$ cat config.mk
export PLATFORM = sky130hd
export DESIGN_NAME = olpt_front
export DESIGN_NICKNAME = d
export VERILOG_FILES = /design/src/design/olpt_pkg.sv /design/src/design/olpt_front.sv
export VERILOG_INCLUDE_DIRS = /design/src /design/src/design
export SDC_FILE = /design/constraint.sdc
export NUM_CORES = 1
export LEC_CHECK = 0
export BUFFER_PORTS_ARGS = -buffer_cell sky130_fd_sc_hd__buf_2
export CAP_MARGIN = 20
export CORE_MARGIN = 2
export CORE_UTILIZATION = 30
export DETAILED_ROUTE_END_ITERATION = 12
export HOLD_SLACK_MARGIN = 0.08
export PLACE_DENSITY = 0.56
export SYNTH_ARGS = -nofsm -noshare
export SYNTH_HDL_FRONTEND = slang
export SYNTH_SLANG_ARGS = --single-unit
$ cat constraint.sdc
create_clock -name clk -period 5.4 [get_ports clk]
set_input_delay 0.27 -clock clk [delete_from_list [all_inputs] [get_ports clk]]
set_output_delay 0.27 -clock clk [all_outputs]
set_load 0.005 [all_outputs]
$ cat src/design/assert_macros.svh
// Assertion helpers shared by the tracker modules; expect clk and arst_n in scope.
`ifndef ASSERT_MACROS_SVH
`define ASSERT_MACROS_SVH

// Condition holds at every edge outside reset.
`define OLPT_ASSERT(label, expr) \
	label: assert property (@(posedge clk) disable iff (!arst_n) (expr)) \
		else $error("assertion failed");

// Consequent holds in the same cycle as the antecedent.
`define OLPT_ASSERT_IMP(label, ante, cons) \
	label: assert property (@(posedge clk) disable iff (!arst_n) (ante) |-> (cons)) \
		else $error("assertion failed");

`endif

$ cat src/design/olpt_pkg.sv
package olpt_pkg;

	localparam int OLPT_MAX_POINTS = 256;
	localparam int CORDIC_STEPS = 20;
	localparam int NUM_W = 54;
	localparam logic [64:0] GOAL_D2 = 65'd429496;
	localparam logic [64:0] NEAR_D2 = 65'd43;
	localparam logic signed [30:0] INV_GAIN = 31'sd652032874;

	typedef enum logic [1:0] {
		KIND_CLEAR  = 2'd0,
		KIND_APPEND = 2'd1,
		KIND_QUERY  = 2'd2,
		KIND_NOP    = 2'd3
	} olpt_kind_t;

	typedef enum logic [2:0] {
		REG_DESIRED_SPEED  = 3'd0,
		REG_SPEED_SCALE    = 3'd1,
		REG_LOOKAHEAD_DIST = 3'd2,
		REG_MAX_X_SPEED    = 3'd3,
		REG_MAX_Y_SPEED    = 3'd4
	} olpt_reg_t;

	typedef enum logic [3:0] {
		ST_IDLE,
		ST_RD,
		ST_DIFF,
		ST_SQ,
		ST_EVAL,
		ST_SQRT,
		ST_MUL,
		ST_DIV,
		ST_ROT,
		ST_CORDIC,
		ST_GAIN,
		ST_RND,
		ST_OUT
	} olpt_state_t;

	typedef enum logic [1:0] {
		PH_GOAL,
		PH_FIRST,
		PH_NEAR,
		PH_LOOK
	} olpt_phase_t;

	typedef struct packed {
		olpt_kind_t         kind;
		logic signed [31:0] pos_x;
		logic signed [31:0] pos_y;
		logic signed [15:0] heading;
	} olpt_item_t;

	typedef struct packed {
		logic [20:0] desired_speed;
		logic [16:0] speed_scale;
		logic [23:0] lookahead_dist;
		logic [20:0] max_x_speed;
		logic [20:0] max_y_speed;
	} olpt_cfg_t;

	function automatic olpt_kind_t olpt_classify(input logic [1:0] req);
		olpt_kind_t k;
		case (req)
			2'd0: k = KIND_CLEAR;
			2'd1: k = KIND_APPEND;
			2'd2: k = KIND_QUERY;
			default: k = KIND_NOP;
		endcase
		return k;
	endfunction

	function automatic logic signed [33:0] olpt_atan(input logic [4:0] i);
		logic signed [33:0] a;
		case (i)
			5'd0:  a = 34'sd536870912;
			5'd1:  a = 34'sd316933406;
			5'd2:  a = 34'sd167458907;
			5'd3:  a = 34'sd85004756;
			5'd4:  a = 34'sd42667331;
			5'd5:  a = 34'sd21354465;
			5'd6:  a = 34'sd10679838;
			5'd7:  a = 34'sd5340245;
			5'd8:  a = 34'sd2670163;
			5'd9:  a = 34'sd1335087;
			5'd10: a = 34'sd667544;
			5'd11: a = 34'sd333772;
			5'd12: a = 34'sd166886;
			5'd13: a = 34'sd83443;
			5'd14: a = 34'sd41722;
			5'd15: a = 34'sd20861;
			5'd16: a = 34'sd10430;
			5'd17: a = 34'sd5215;
			5'd18: a = 34'sd2608;
			5'd19: a = 34'sd1304;
			default: a = 34'sd0;
		endcase
		return a;
	endfunction

endpackage

$ cat src/design/olpt_front.sv
`include "assert_macros.svh"
module olpt_front import olpt_pkg::*; (
	input  logic        clk,
	input  logic        arst_n,
	input  logic        s_tvalid,
	output logic        s_tready,
	input  logic [79:0] s_tdata,
	input  logic [1:0]  s_tuser,
	output logic        q_valid,
	output olpt_item_t  q_item,
	input  logic        q_pop
);

	olpt_item_t fifo_q [2];
	logic       wr_ptr_q;
	logic       rd_ptr_q;
	logic [1:0] cnt_q;
	olpt_item_t item;
	logic       push;

	assign s_tready = (cnt_q != 2'd2);
	assign q_valid  = (cnt_q != 2'd0);
	assign q_item   = fifo_q[rd_ptr_q];

	always_comb begin
		item.kind    = olpt_classify(s_tuser);
		item.pos_x   = s_tdata[31:0];
		item.pos_y   = s_tdata[63:32];
		item.heading = s_tdata[79:64];
	end

	// type 3 carries nothing; dropped here
	assign push = s_tvalid && s_tready && (item.kind != KIND_NOP);

	always_ff @(posedge clk) begin
		if (push) begin
			fifo_q[wr_ptr_q] <= item;
		end
	end

	always_ff @(posedge clk or negedge arst_n) begin
		if (!arst_n) begin
			wr_ptr_q <= 1'b0;
			rd_ptr_q <= 1'b0;
			cnt_q    <= 2'd0;
		end else begin
			if (push) begin
				wr_ptr_q <= ~wr_ptr_q;
			end
			if (q_pop) begin
				rd_ptr_q <= ~rd_ptr_q;
			end
			case ({push, q_pop})
				2'b10: cnt_q <= cnt_q + 2'd1;
				2'b01: cnt_q <= cnt_q - 2'd1;
				default: cnt_q <= cnt_q;
			endcase
		end
	end

	`OLPT_ASSERT_IMP(a_pop_nonempty, q_pop, q_valid)
	`OLPT_ASSERT_IMP(a_push_room, push, cnt_q != 2'd2)

endmodule

Yosys cells after proc, flatten, opt, wreduce, memory -nomap -nowiden
Memory sizes are Yosys's and may differ from the RTL's.
Cells that the tools add are included.
- flip-flop bits (word level): 4
- memory bits (writable): 164
- output and inout bits: 84
- word-level logic and storage cells: 23
- memories kept: 1
- memory list (name ; depth ; width ; rd ports ; clocked after Yosys merged registers in ; write ports ; line ; RTL):
    fifo_q ; 2 ; 82 ; 1 ; 0 ; 1 ; olpt_front.sv:14 ; olpt_item_t fifo_q [2];
- $add $sub $neg: 2
- equal/unequal tests: 6
- mux-type cells: 4
- bitwise operators: 2
- reductions and logical operators: 5
- operators by type and width (cell ; number):
    $pmux 2 s3 ; 1
    $eq 2x1->1 const B ; 2
    $eq 2x2->1 const B ; 2
    $ne 2x2->1 const B ; 2
    $pmux 2 s2 ; 1
    $reduce_bool 2->1 ; 2
    $add 2x1->2 const B ; 1
    $logic_and 1x1->1 ; 2
    $logic_not 2->1 ; 1
    $mux 1 ; 2
    $not 1->1 ; 2
    $sub 2x1->2 const B ; 1

Depth between registers and ports, before layout
Gate-level depths: netlist of run 1.
- depth after elaboration: 6
- gate-level depth with buffers: 6
- depth with buffers taken out: 6

Worst setup path after synthesis of run 1
Ideal clock, no wire load.
- path type: flip-flop to flip-flop
- start: register cnt_q[0]
- end: memory fifo_q[0][0] (netlist bit), enable pin
- setup time: 0.523 ns
- data arrival time: 4.128 ns
- required time: 4.877 ns
- path slack: 0.748 ns
- cell stages (with the launch flop): 4
- buffers on the path: 0
- cell sequence: dfrtp_1 > nand2b_1 > nand3_1 > nor2_1
- word-level cells in the longest chain between the ends: 5
- RTL lines (what ; line ; RTL):
    start: declaration ; olpt_front.sv:17 ; logic [1:0] cnt_q;
    start signal: assignment ; olpt_front.sv:54 ; 2'b10: cnt_q <= cnt_q + 2'd1;
    start signal: assignment ; olpt_front.sv:55 ; 2'b01: cnt_q <= cnt_q - 2'd1;
    start signal: assignment ; olpt_front.sv:56 ; default: cnt_q <= cnt_q;
    $ne 2x2->1 ; olpt_front.sv:21 ; assign s_tready = (cnt_q != 2'd2);
    via s_tready ; olpt_front.sv:6 ; output logic s_tready,
    $logic_and 1x1->1 (2 in series) ; olpt_front.sv:33 ; assign push = s_tvalid && s_tready && (item.kind != KIND_NOP);
    $mux 1 ; olpt_front.sv:36 ; if (push) begin
    $mux 1 (implied by the code) ; olpt_front.sv:37 ; fifo_q[wr_ptr_q] <= item;
    end: declaration ; olpt_front.sv:14 ;
The timed path passes the listed nets, and every way through them passes these cells.

==> metrics.md, run 1 <==
| Metric | Value |
|---|---|
| Ys Warns | `0` |
| Post-CTS sizing | `0` |
| Vias in the first global route | `3598` |
| Slowest-stage cell, CP | `dfrtp_4` |
| I/O pin count | `170` |
| Inst Count DP | `713` |
| Final setup fails | `0` |
| Final ANT Viol Nets | `0` |
| PortBufs | `169` |
| Wire per inst | `14.6 um` |
| Final nets | `628` |
| Final WL | `12.1 mm` |
| # fillers | `1882` |
| Total power | `0.00408 W` |
| Die area | `22700 sq um` |
| CTS tree | `built` |
| Placer's final routability congestion estimate | `0.661` |
| Hpwl dp | `7.52 mm` |
| Gr usage total | `10.8%` |
| Gate Count Post-Synth | `275` |
| Number of antenna diodes | `0` |
| Max Root-Sink Buffers | `2` |
| Num rows | `53` |
| Largest net degree at the start of global routing | `54` |
| Register bit count reported by yosys | `168` |
| CTS buffer count | `17` |
| Root Buffer | `clkbuf_16` |
| Chain of cells forming the critical path | `buf_4 -> mux2_4 -> buf_2` |
| Core Box Area | `21100 sq um` |
| Seq/Total Area, Yosys | `77.7%` |
| PwrDens | `458 nW/um^2` |
| Worst-path clk slew | `60 ps` |
| Remaining routing DRC violations | `0` |
| Starting Density | `30.7%` |
| Worst EP required | `5130 ps` |
| Pins Over Slew Limit | `0` |
| Max_cap viols | `0` |
| Die Span Y | `151 um` |
| Final min period | `2880 ps` |
| Leakage | `3.51 nW` |
| Vias | `3409` |
| Hold Crit Class | `in -> async` |
| Critical path fanouts, max | `52` |
| Delay-heaviest family, CP | `flip-flops` |
| Layout cells sized above 1 | `51.4%` |
| Status | `finished clean` |
| Cell area after layout | `8910 sq um` |
| Worst-Skew Late Latency | `410 ps` |
| Synthesized area | `6470 sq um` |
| Total gr overflow | `0` |
| Crit. End Element | `primary output` |
| Global-route wire length before repair | `18.1 mm` |
| Cell Area, Placed | `7550 sq um` |
| Finished Layout Cells | `827` |
| Data arrival, critical path | `2610 ps` |
| Worst Tran Pin Value | `941 ps` |
| Drt via density | `4.12` |
| Type of origin of the critical path | `flop` |
| Synthesis-to-finish area growth | `37.8%` |
| Worst vdd ir | `213 uV` |
| H-tree depth | `4` |
| Unrepaired setup endpoints after global routing | `no` |
| WS Path Type | `reg -> out` |
| Setup TNS | `0 ps` |
| Fin Clk Skew | `13.0 ps` |
| Final hold violations | `0` |
| Initial antenna violation count | `0` |
| Post-synth net total | `362` |
| CTS Sinks | `168` |
| Fin crit share | `53.2%` |
| Yosys cell types | `17` |
| Slew HR | `37.2%` |
| Initial drt markers | `118` |
| DRT Pass-1 Iters | `4` |
| Buffer and inverter count on the worst path | `2` |
| Largest stage delay, worst path | `1040 ps` |
| Final core occ | `42.3%` |
| Syn_area_per_cell | `23.5 sq um` |
| Die width | `151 um` |
| Fmax | `348 MHz` |
flip-flops by register name, summed over array words and instances (netlist names):
register	flops
rd_ptr_q	1
wr_ptr_q	1
fifo_q	164
cnt_q	2
layout by cell type (no fill, tap or decap):
cell | synthesis | layout
buf_2 | 1 | 169
xnor2_1 | 3 | 3
dlygate4sd3_1 | 0 | 84
mux2_4 | 70 | 70
clkbuf_1 | 2 | 4
nand2_1 | 1 | 1
edfxtp_1 | 164 | 164
nand2b_1 | 1 | 1
nor2_1 | 3 | 1
nor2_4 | 0 | 2
clkinv_4 | 0 | 2
or2_2 | 1 | 1
xor2_1 | 2 | 2
clkinvlp_4 | 0 | 2
mux2_2 | 12 | 12
inv_1 | 1 | 1
bufinv_16 | 0 | 1
buf_4 | 0 | 5
clkbuf_16 | 0 | 17
dfrtp_1 | 4 | 3
clkinv_1 | 0 | 2
dfrtp_4 | 0 | 1
clkinv_2 | 0 | 2
ha_1 | 1 | 1
nand3_1 | 1 | 1
timing repair:
action / 4_1_cts / 5_1_grt
hold buffers: 84 / 0
hold endpoints to repair: 169 / 0
buffers inserted: 0 / 0
worst paths after layout:
path | end | cells past startpoint | slack, ps | from
min reg2reg | cnt_q[1] | 1 | 490 | cnt_q[1]
max in group asynchronous | rd_ptr_q | 2 | 5060 | arst_n
max reg2reg | fifo_q[1][77] | 5 | 2870 | cnt_q[0]
min | cnt_q[1] | 2 | 190 | arst_n
max | q_item[11] | 3 | 2520 | rd_ptr_q
min in group clk | wr_ptr_q | 3 | 340 | s_tvalid
routing by layer:
metal	track usage (%)	share of wire, %
met3	4.13	5.5
met2	18.5	51
met4	4.02	1.6
met5	0	0
met1	12.1	42
synthesized netlist by cell type:
cell type / count / area, sq um
or2_2: 1 / 6.26
inv_1: 1 / 3.75
nand2b_1: 1 / 6.26
clkbuf_1: 2 / 7.51
buf_2: 1 / 5.00
xor2_1: 2 / 17.5
xnor2_1: 3 / 26.3
nand2_1: 1 / 3.75
nor2_1: 3 / 11.3
mux2_2: 12 / 135
edfxtp_1: 164 / 4920
buf_12: 7 / 140
buf_6: 1 / 11.3
ha_1: 1 / 12.5
nand3_1: 1 / 5.00
dfrtp_1: 4 / 100
mux2_4: 70 / 1050
report_power, final:
part	total (W)	leakage (nW)	switching (W)	internal, W
registers	0.00187	1.56	0.000160	0.00171
logic	0.00112	1.71	0.000450	0.000673
clock network	0.00109	0.248	0.000461	0.000626
cell type report:
type	count	area, sq um	area share [%]
Multi-Input combinational cell	95	1290	14.5
Clock inverter	9	80.1	0.899
Inverter	1	3.75	0.0421
Clock buffer	21	440	4.94
Timing Repair Buffer	258	1720	19.3
Tap cell	275	344	3.86
Sequential cell	168	5030	56.4
kinds of logic after synthesis:
group	Yosys count	synth area share, %
buffers and inverters	12	2.59
multiplexers	82	18.3
adder cells (fa/ha/maj)	1	0.193
flip-flops	168	77.7
AND/OR/NAND/NOR	7	0.503
XOR/XNOR	5	0.677
per-stage QoR:
step	hold WS (ps)	setup WS, ps
final	195	2520
after detailed placement	82.9	2860
after floorplan	-25.6	748
after global routing	183	2350
after CTS	174	2420
after global placement	80.5	2920
(Power assumes the default switching activity.)
==> inputs of run 2 (changes only) <==
--- a/config.mk
+++ b/config.mk
@@ -6,13 +6,14 @@
 export SDC_FILE = /design/constraint.sdc
 export NUM_CORES = 1
 export LEC_CHECK = 0
+export ABC_AREA = 1
 export BUFFER_PORTS_ARGS = -buffer_cell sky130_fd_sc_hd__buf_2
 export CAP_MARGIN = 20
 export CORE_MARGIN = 2
 export CORE_UTILIZATION = 30
 export DETAILED_ROUTE_END_ITERATION = 12
 export HOLD_SLACK_MARGIN = 0.08
-export PLACE_DENSITY = 0.56
+export PLACE_DENSITY = 0.58
 export SYNTH_ARGS = -nofsm -noshare
 export SYNTH_HDL_FRONTEND = slang
 export SYNTH_SLANG_ARGS = --single-unit
==> constraint.sdc (replaced) <==
create_clock -name clk -period 2.3 [get_ports clk]
set_input_delay 0.115 -clock clk [delete_from_list [all_inputs] [get_ports clk]]
set_output_delay 0.115 -clock clk [all_outputs]
set_load 0.005 [all_outputs]
==> metrics.md, run 2 <==
| Metric | Value |
|---|---|
| Status | `finished clean` |
| Setup WS pre-CTS | `654 ps (-2210 ps)` |
| Hold Crit Class | `in -> reg` |
| Critical path fanouts, max | `75 (+44%)` |
| CTS tree | `built` |
| Final ANT Viol Nets | `0 (unchanged)` |
| Worst Tran Pin Value | `489 ps (-452 ps)` |
| Unrepaired setup endpoints after global routing | `no` |
| Worst-Skew Late Latency | `410 ps (about the same)` |
| Die area | `22100 sq um (-2.7%)` |
| Final WL | `12.5 mm (+3.5%)` |
| HP Start | `s_tdata[23]` |
| CTS Sinks | `168 (unchanged)` |
| Worst EP required | `2180 ps (-2950 ps)` |
| Initial drt markers | `160 (+36%)` |
| Die Span Y | `149 um (-1.3%)` |
| Type of origin of the critical path | `flop` |
| DRT Pass-1 Iters | `4 (unchanged)` |
| Hpwl dp | `7.53 mm (+0.16%)` |
| Final hold violations | `0 (unchanged)` |
| Top post-synthesis cells by area | `edfxtp_1 78%, o21ai_0 5.6%, nand2_1 5.4%` |
| Dominant cell by count in the synthesized netlist | `edfxtp_1` |
| WS Path Type | `reg -> out` |
| Data arrival, critical path | `1620 ps (-990 ps)` |
| Post-synth EDFFs | `164 (unchanged)` |
| Fin Hold WS | `422 ps (+227 ps)` |
| Ys Warns | `0 (unchanged)` |
| Ys flop type | `edfxtp_1` |
| Vias in the first global route | `3906 (+8.6%)` |
| Top-area cell type share of the netlist area | `78.3% (+2.2 points)` |
| Hold path depth | `2` |
| Placer's final routability congestion estimate | `0.682 (+3.2%)` |
| Final WS setup | `562 ps (-1960 ps)` |
| Gate Count Post-Synth | `457 (+66%)` |
| Synthesis-to-finish area growth | `41.4%` |
| Register bit count reported by yosys | `168 (unchanged)` |
| Pins Over Slew Limit | `0 (unchanged)` |
| Final setup fails | `0 (unchanged)` |
| Global-route wire length before repair | `19.0 mm (+5.2%)` |
| Fin Clk Skew | `7.09 ps (-5.92 ps)` |
| Wire per inst | `12.5 um (-14%)` |
| Biggest register | `fifo_q` |
| Post-synth net total | `544 (+50%)` |
| Num rows | `52 (-1.9%)` |
| Max_cap viols | `0 (unchanged)` |
| Layout cells sized above 1 | `28.6% (-23 points)` |
| Fmax | `576 MHz` |
| Setup TNS | `0 ps (unchanged)` |
| Initial antenna violation count | `1 (+1)` |
| Total gr overflow | `0 (unchanged)` |
| FF-to-FF End | `fifo_q[0][37]` |
| Largest net degree at the start of global routing | `89 (+65%)` |
| Drt via density | `4.02 (-2.4%)` |
| Worst-path clk slew | `60 ps (about the same)` |
| Yosys cell types | `16 (-1)` |
| Synth top cells by count | `164 x edfxtp_1, 91 x nand2_1, 88 x inv_1` |
| Final min period | `1740 ps` |
| Syn_area_per_cell | `13.8 sq um (-41%)` |
| Leakage | `3.71 nW (+5.8%)` |
| Commonest non-fill, non-tap cells in the layout | `169 x buf_2, 164 x edfxtp_1, 90 x nand2_1` |
| Async set-reset flop share out of synthesis | `2.38% (unchanged)` |
| PwrDens | `1060 nW/um^2 (+130%)` |
| Remaining routing DRC violations | `0 (unchanged)` |
| Max Root-Sink Buffers | `2 (unchanged)` |
| Synthesized area | `6290 sq um (-2.7%)` |
| Largest register FFs | `164 (unchanged)` |
| PortBufs | `169 (unchanged)` |
| Gr usage total | `11.3% (+0.57 points)` |
| Reg-to-reg startpoint | `cnt_q[0]` |
| Die width | `149 um (-1.3%)` |
| Root Buffer | `clkbuf_16` |
| R2R cell count | `5 (unchanged)` |
| Crit. End Element | `primary output` |
| Slew HR | `67.4% (+30 points)` |
| Fin crit share | `75.5%` |
| Final nets | `803 (+28%)` |
| FF-to-FF setup slack | `660 ps (-2210 ps)` |
| Vias | `4019 (+18%)` |
| Worst Hold Path EP | `fifo_q[0][71]` |
| H-tree depth | `4 (unchanged)` |
| I/O pin count | `170 (unchanged)` |
| Most common cell after layout, fill and taps aside | `buf_2` |
| Worst vdd ir | `1380 uV (+540%)` |
| Starting Density | `30.8% (+0.12 points)` |
| Seq/Total Area, Yosys | `79.9% (+2.2 points)` |
| Post-CTS sizing | `0 (unchanged)` |
| Leading area contributor after synthesis | `edfxtp_1` |
| Core Box Area | `20400 sq um (-3.1%)` |
| Top flop regs | `fifo_q (164), cnt_q (2)` |
| CTS buffer count | `17 (unchanged)` |
| Cell Area, Placed | `7470 sq um (-1.1%)` |
| Total power | `0.00941 W (+130%)` |
| Cell area after layout | `8890 sq um (-0.18%)` |
-- run 2: stage by stage --
step,util [%],instances
6_report,43.5,999
5_1_grt,43.5,999
4_1_cts,43.5,998
3_5_place_dp,36.6,881
3_3_place_gp,36.6,881
2_1_floorplan,-,457
-- run 2: where the power goes --
part	internal (W)	switching, W	total, W
sequential	0.00400	0.000133	0.00413
clock	0.00159	0.00111	0.00270
combinational	0.00104	0.00154	0.00258
total	0.00663	0.00279	0.00941
-- run 2: cell type report --
cell class              instances  area, sq um
clock buffers                  19          433
clock inverters                12          129
inverters                      88          334
well taps                     270          338
multi-input cells             181          823
flip-flops and latches        168         5030
fillers                      1849        11500
repair buffers                260         1810
diodes                          1         2.50
-- run 2: kinds of logic after synthesis --
family                   after synthesis  share of synthesized area [%]
flip-flops                           168                           79.9
adder cells (fa/ha/maj)                1                          0.199
AO/OA/AOI/OAI                         82                           6.52
XOR/XNOR                               2                          0.279
AND/OR/NAND/NOR                       96                           5.85
buffers and inverters                108                           7.26
-- run 2: metal layers --
metal | GRT usage (%) | up-vias | part of all wire (%)
met5 | 0 | - | 0
met4 | 4.29 | 0 | 1.4
met3 | 3.55 | 10 | 4.5
met2 | 19.4 | 103 | 49
met1 | 13.4 | 1850 | 45
li1 | - | 2056 | -
-- run 2: how the worst max path moves through the flow --
stage | startpoint | slack [ps] | cells after the start | endpoint
after CTS | rd_ptr_q | 500 | 3 | q_item[59]
after global placement | cnt_q[0] | 690 | 5 | fifo_q[0][22]
after global routing | rd_ptr_q | 490 | 3 | q_item[27]
after detailed placement | cnt_q[0] | 650 | 5 | fifo_q[0][22]
after floorplan | cnt_q[0] | 10 | 4 | fifo_q[0][0]
final | rd_ptr_q | 560 | 3 | q_item[15]
-- run 2: timing repair --
action / 4_1_cts / 5_1_grt
hold endpoints to repair: 170 / 0
buffers inserted: 0 / 0
hold buffers: 86 / 0
-- run 2: critical path: stages, from the launching register on --
cell and delay (ps):
dfrtp_4 520, buf_12 200, o21ai_0 280, buf_2 160
==> inputs of run 3 (changes only) <==
--- a/config.mk
+++ b/config.mk
@@ -13,7 +13,7 @@
 export CORE_UTILIZATION = 30
 export DETAILED_ROUTE_END_ITERATION = 12
 export HOLD_SLACK_MARGIN = 0.08
-export PLACE_DENSITY = 0.58
+export PLACE_DENSITY = 0.57
 export SYNTH_ARGS = -nofsm -noshare
 export SYNTH_HDL_FRONTEND = slang
 export SYNTH_SLANG_ARGS = --single-unit
==> constraint.sdc (replaced) <==
create_clock -name clk -period 1.78 [get_ports clk]
set_input_delay 0.089 -clock clk [delete_from_list [all_inputs] [get_ports clk]]
set_output_delay 0.089 -clock clk [all_outputs]
set_load 0.005 [all_outputs]
==> metrics.md, run 3 (synthesis results as in run 2) <==
| Metric | Value |
|---|---|
| Status | `finished clean` |
| Reg-to-reg startpoint | `cnt_q[0]` |
| Drt via density | `4.12 (+2.3%)` |
| Max_cap viols | `0 (unchanged)` |
| PortBufs | `169 (unchanged)` |
| Final ANT Viol Nets | `0 (unchanged)` |
| Final WL | `12.8 mm (+1.9%)` |
| Remaining routing DRC violations | `0 (unchanged)` |
| Commonest non-fill, non-tap cells in the layout | `169 x buf_2, 164 x edfxtp_1, 90 x nand2_1` |
| Worst vdd ir | `620 uV (-55%)` |
| Largest net degree at the start of global routing | `69 (-22%)` |
| Placer's final routability congestion estimate | `0.714 (+4.8%)` |
| Worst EP required | `1690 ps (-490 ps)` |
| Worst-path clk slew | `60 ps (about the same)` |
| Synthesis-to-finish area growth | `42.8%` |
| Hold Crit Class | `in -> reg` |
| Largest register FFs | `164 (unchanged)` |
| Setup WS pre-CTS | `320 ps (-334 ps)` |
| Cell area after layout | `8980 sq um (+0.96%)` |
| Largest stage delay, worst path | `530 ps (about the same)` |
| Layout cells sized above 1 | `28.7% (+0.12 points)` |
| Die area | `22100 sq um (unchanged)` |
| Leakage | `3.76 nW (+1.2%)` |
| CP Capture Point | `q_item[68]` |
| Most common cell after layout, fill and taps aside | `buf_2` |
| Initial antenna violation count | `0 (-1)` |
| Die Span Y | `149 um (unchanged)` |
| Total power | `0.0124 W (+32%)` |
| Type of origin of the critical path | `flop` |
| CTS buffer count | `17 (unchanged)` |
| Gr usage total | `11.9% (+0.62 points)` |
| Final setup fails | `0 (unchanged)` |
| H-tree depth | `4 (unchanged)` |
| M1 GR Usage | `14.4% (+1.1 points)` |
| FF-to-FF End | `fifo_q[0][34]` |
| FF-to-FF setup slack | `300 ps (-360 ps)` |
| Core Box Area | `20400 sq um (unchanged)` |
| DRT Pass-1 Iters | `6 (+2)` |
| Cell Area, Placed | `7510 sq um (+0.54%)` |
| Chain of cells forming the critical path | `buf_16 -> o21ai_0 -> buf_2` |
| Vias | `4125 (+2.6%)` |
| Slew HR | `82.6% (+15 points)` |
| Worst Setup SP | `rd_ptr_q` |
| I/O pin count | `170 (unchanged)` |
| Die width | `149 um (unchanged)` |
| Fin crit share | `94.7%` |
| Final nets | `806 (+0.37%)` |
| Data arrival, critical path | `1600 ps (-20 ps)` |
| Fmax | `593 MHz` |
| GR Layer Usage met2 | `20.1% (+0.69 points)` |
| Wire per inst | `12.7 um (+1.6%)` |
| Worst Tran Pin Value | `260 ps (-229 ps)` |
| Pins Over Slew Limit | `0 (unchanged)` |
| Root Buffer | `clkbuf_16` |
| Max Root-Sink Buffers | `2 (unchanged)` |
| CTS tree | `built` |
| Gr busiest metal | `met2` |
| Final hold violations | `0 (unchanged)` |
| Unrepaired setup endpoints after global routing | `no` |
| Total gr overflow | `0 (unchanged)` |
| R2R cell count | `5 (unchanged)` |
| Global-route wire length before repair | `20.4 mm (+7.1%)` |
| Slowest-stage cell, CP | `dfrtp_4` |
| Initial drt markers | `165 (+3.1%)` |
| Grt met3 use | `3.55% (unchanged)` |
| Final WS setup | `93.6 ps (-469 ps)` |
| Fin Hold WS | `393 ps (-29.6 ps)` |
| Vias in the first global route | `4121 (+5.5%)` |
| Worst-Skew Late Latency | `410 ps (about the same)` |
| HP Start | `s_tdata[24]` |
| Starting Density | `30.8% (unchanged)` |
| Biggest register | `fifo_q` |
| CTS Sinks | `168 (unchanged)` |
| PwrDens | `1380 nW/um^2 (+31%)` |
| Num rows | `52 (unchanged)` |
| WS Path Type | `reg -> out` |
| Hpwl dp | `8.25 mm (+9.6%)` |
| Crit. End Element | `primary output` |
| Fin Clk Skew | `10.2 ps (+3.13 ps)` |
| Critical path fanouts, max | `68 (-9.3%)` |
| Top flop regs | `fifo_q (164), cnt_q (2)` |
| Number of antenna diodes | `0 (-1)` |
| Final min period | `1690 ps` |
## run 3: cell types whose count changed in the layout (fill, tap and decap cells not counted), moves of 2 or more
| cell | before | now |
|---|---|---|
| buf_16 | 0 | 2 |
| o21ai_0 | 70 | 64 |
| o21ai_1 | 12 | 18 |
| clkinvlp_4 | 4 | 2 |
| buf_4 | 0 | 2 |
| clkinv_2 | 4 | 2 |
| clkinv_1 | 0 | 3 |
## run 3: where the power goes
part	switching [W]	leakage [nW]	internal (W)
Clock	0.00145	0.284	0.00220
Combinational	0.00197	1.91	0.00145
Sequential	0.000198	1.56	0.00516
## run 3: what timing repair did
action / CTS / global route
hold endpoints to repair: 171 / 0
setup buffers: 0 / 1
resized for setup: 0 / 8
setup endpoints to repair: 0 / 32
hold buffers: 86 / 0
## run 3: metal layers
layer	vias to the layer above	wire length (um)
met4	0	218
met5	-	0
met2	109	6270
met1	1937	5630
li1	2063	-
met3	16	634
## run 3: worst min-delay path by stage
stage               endpoint  slack, ps  cells past startpoint
6_report       fifo_q[1][72]        390                      2
5_1_grt        fifo_q[1][72]        380                      2
4_1_cts        fifo_q[0][73]        370                      2
3_5_place_dp        cnt_q[0]        -90                      1
3_3_place_gp        cnt_q[0]        -90                      1
2_1_floorplan       cnt_q[0]       -210                      0
## run 3: stage by stage
stage                     TNS, ps  cells  util (%)
after global routing            0   1002      44.0
after floorplan            -79930    457         -
after global placement          0    883      36.8
final                           0   1002      44.0
after CTS                       0   1001      43.8
after detailed placement        0    883      36.8
## run 3: worst max-delay path: cells and delay by family, from the launching register on
kind | cells | cell delay, ps
buffers and inverters | 2 | 370
DFF | 1 | 530
AOI/OAI and AO/OA | 1 | 250
## run 3: layout make-up
cell class | instances | area [sq um]
clock buffers | 19 | 433
fillers | 1859 | 11400
repair buffers | 263 | 1860
well taps | 270 | 338
inverters | 88 | 334
flip-flops and latches | 168 | 5030
clock inverters | 13 | 154
multi-input cells | 181 | 836
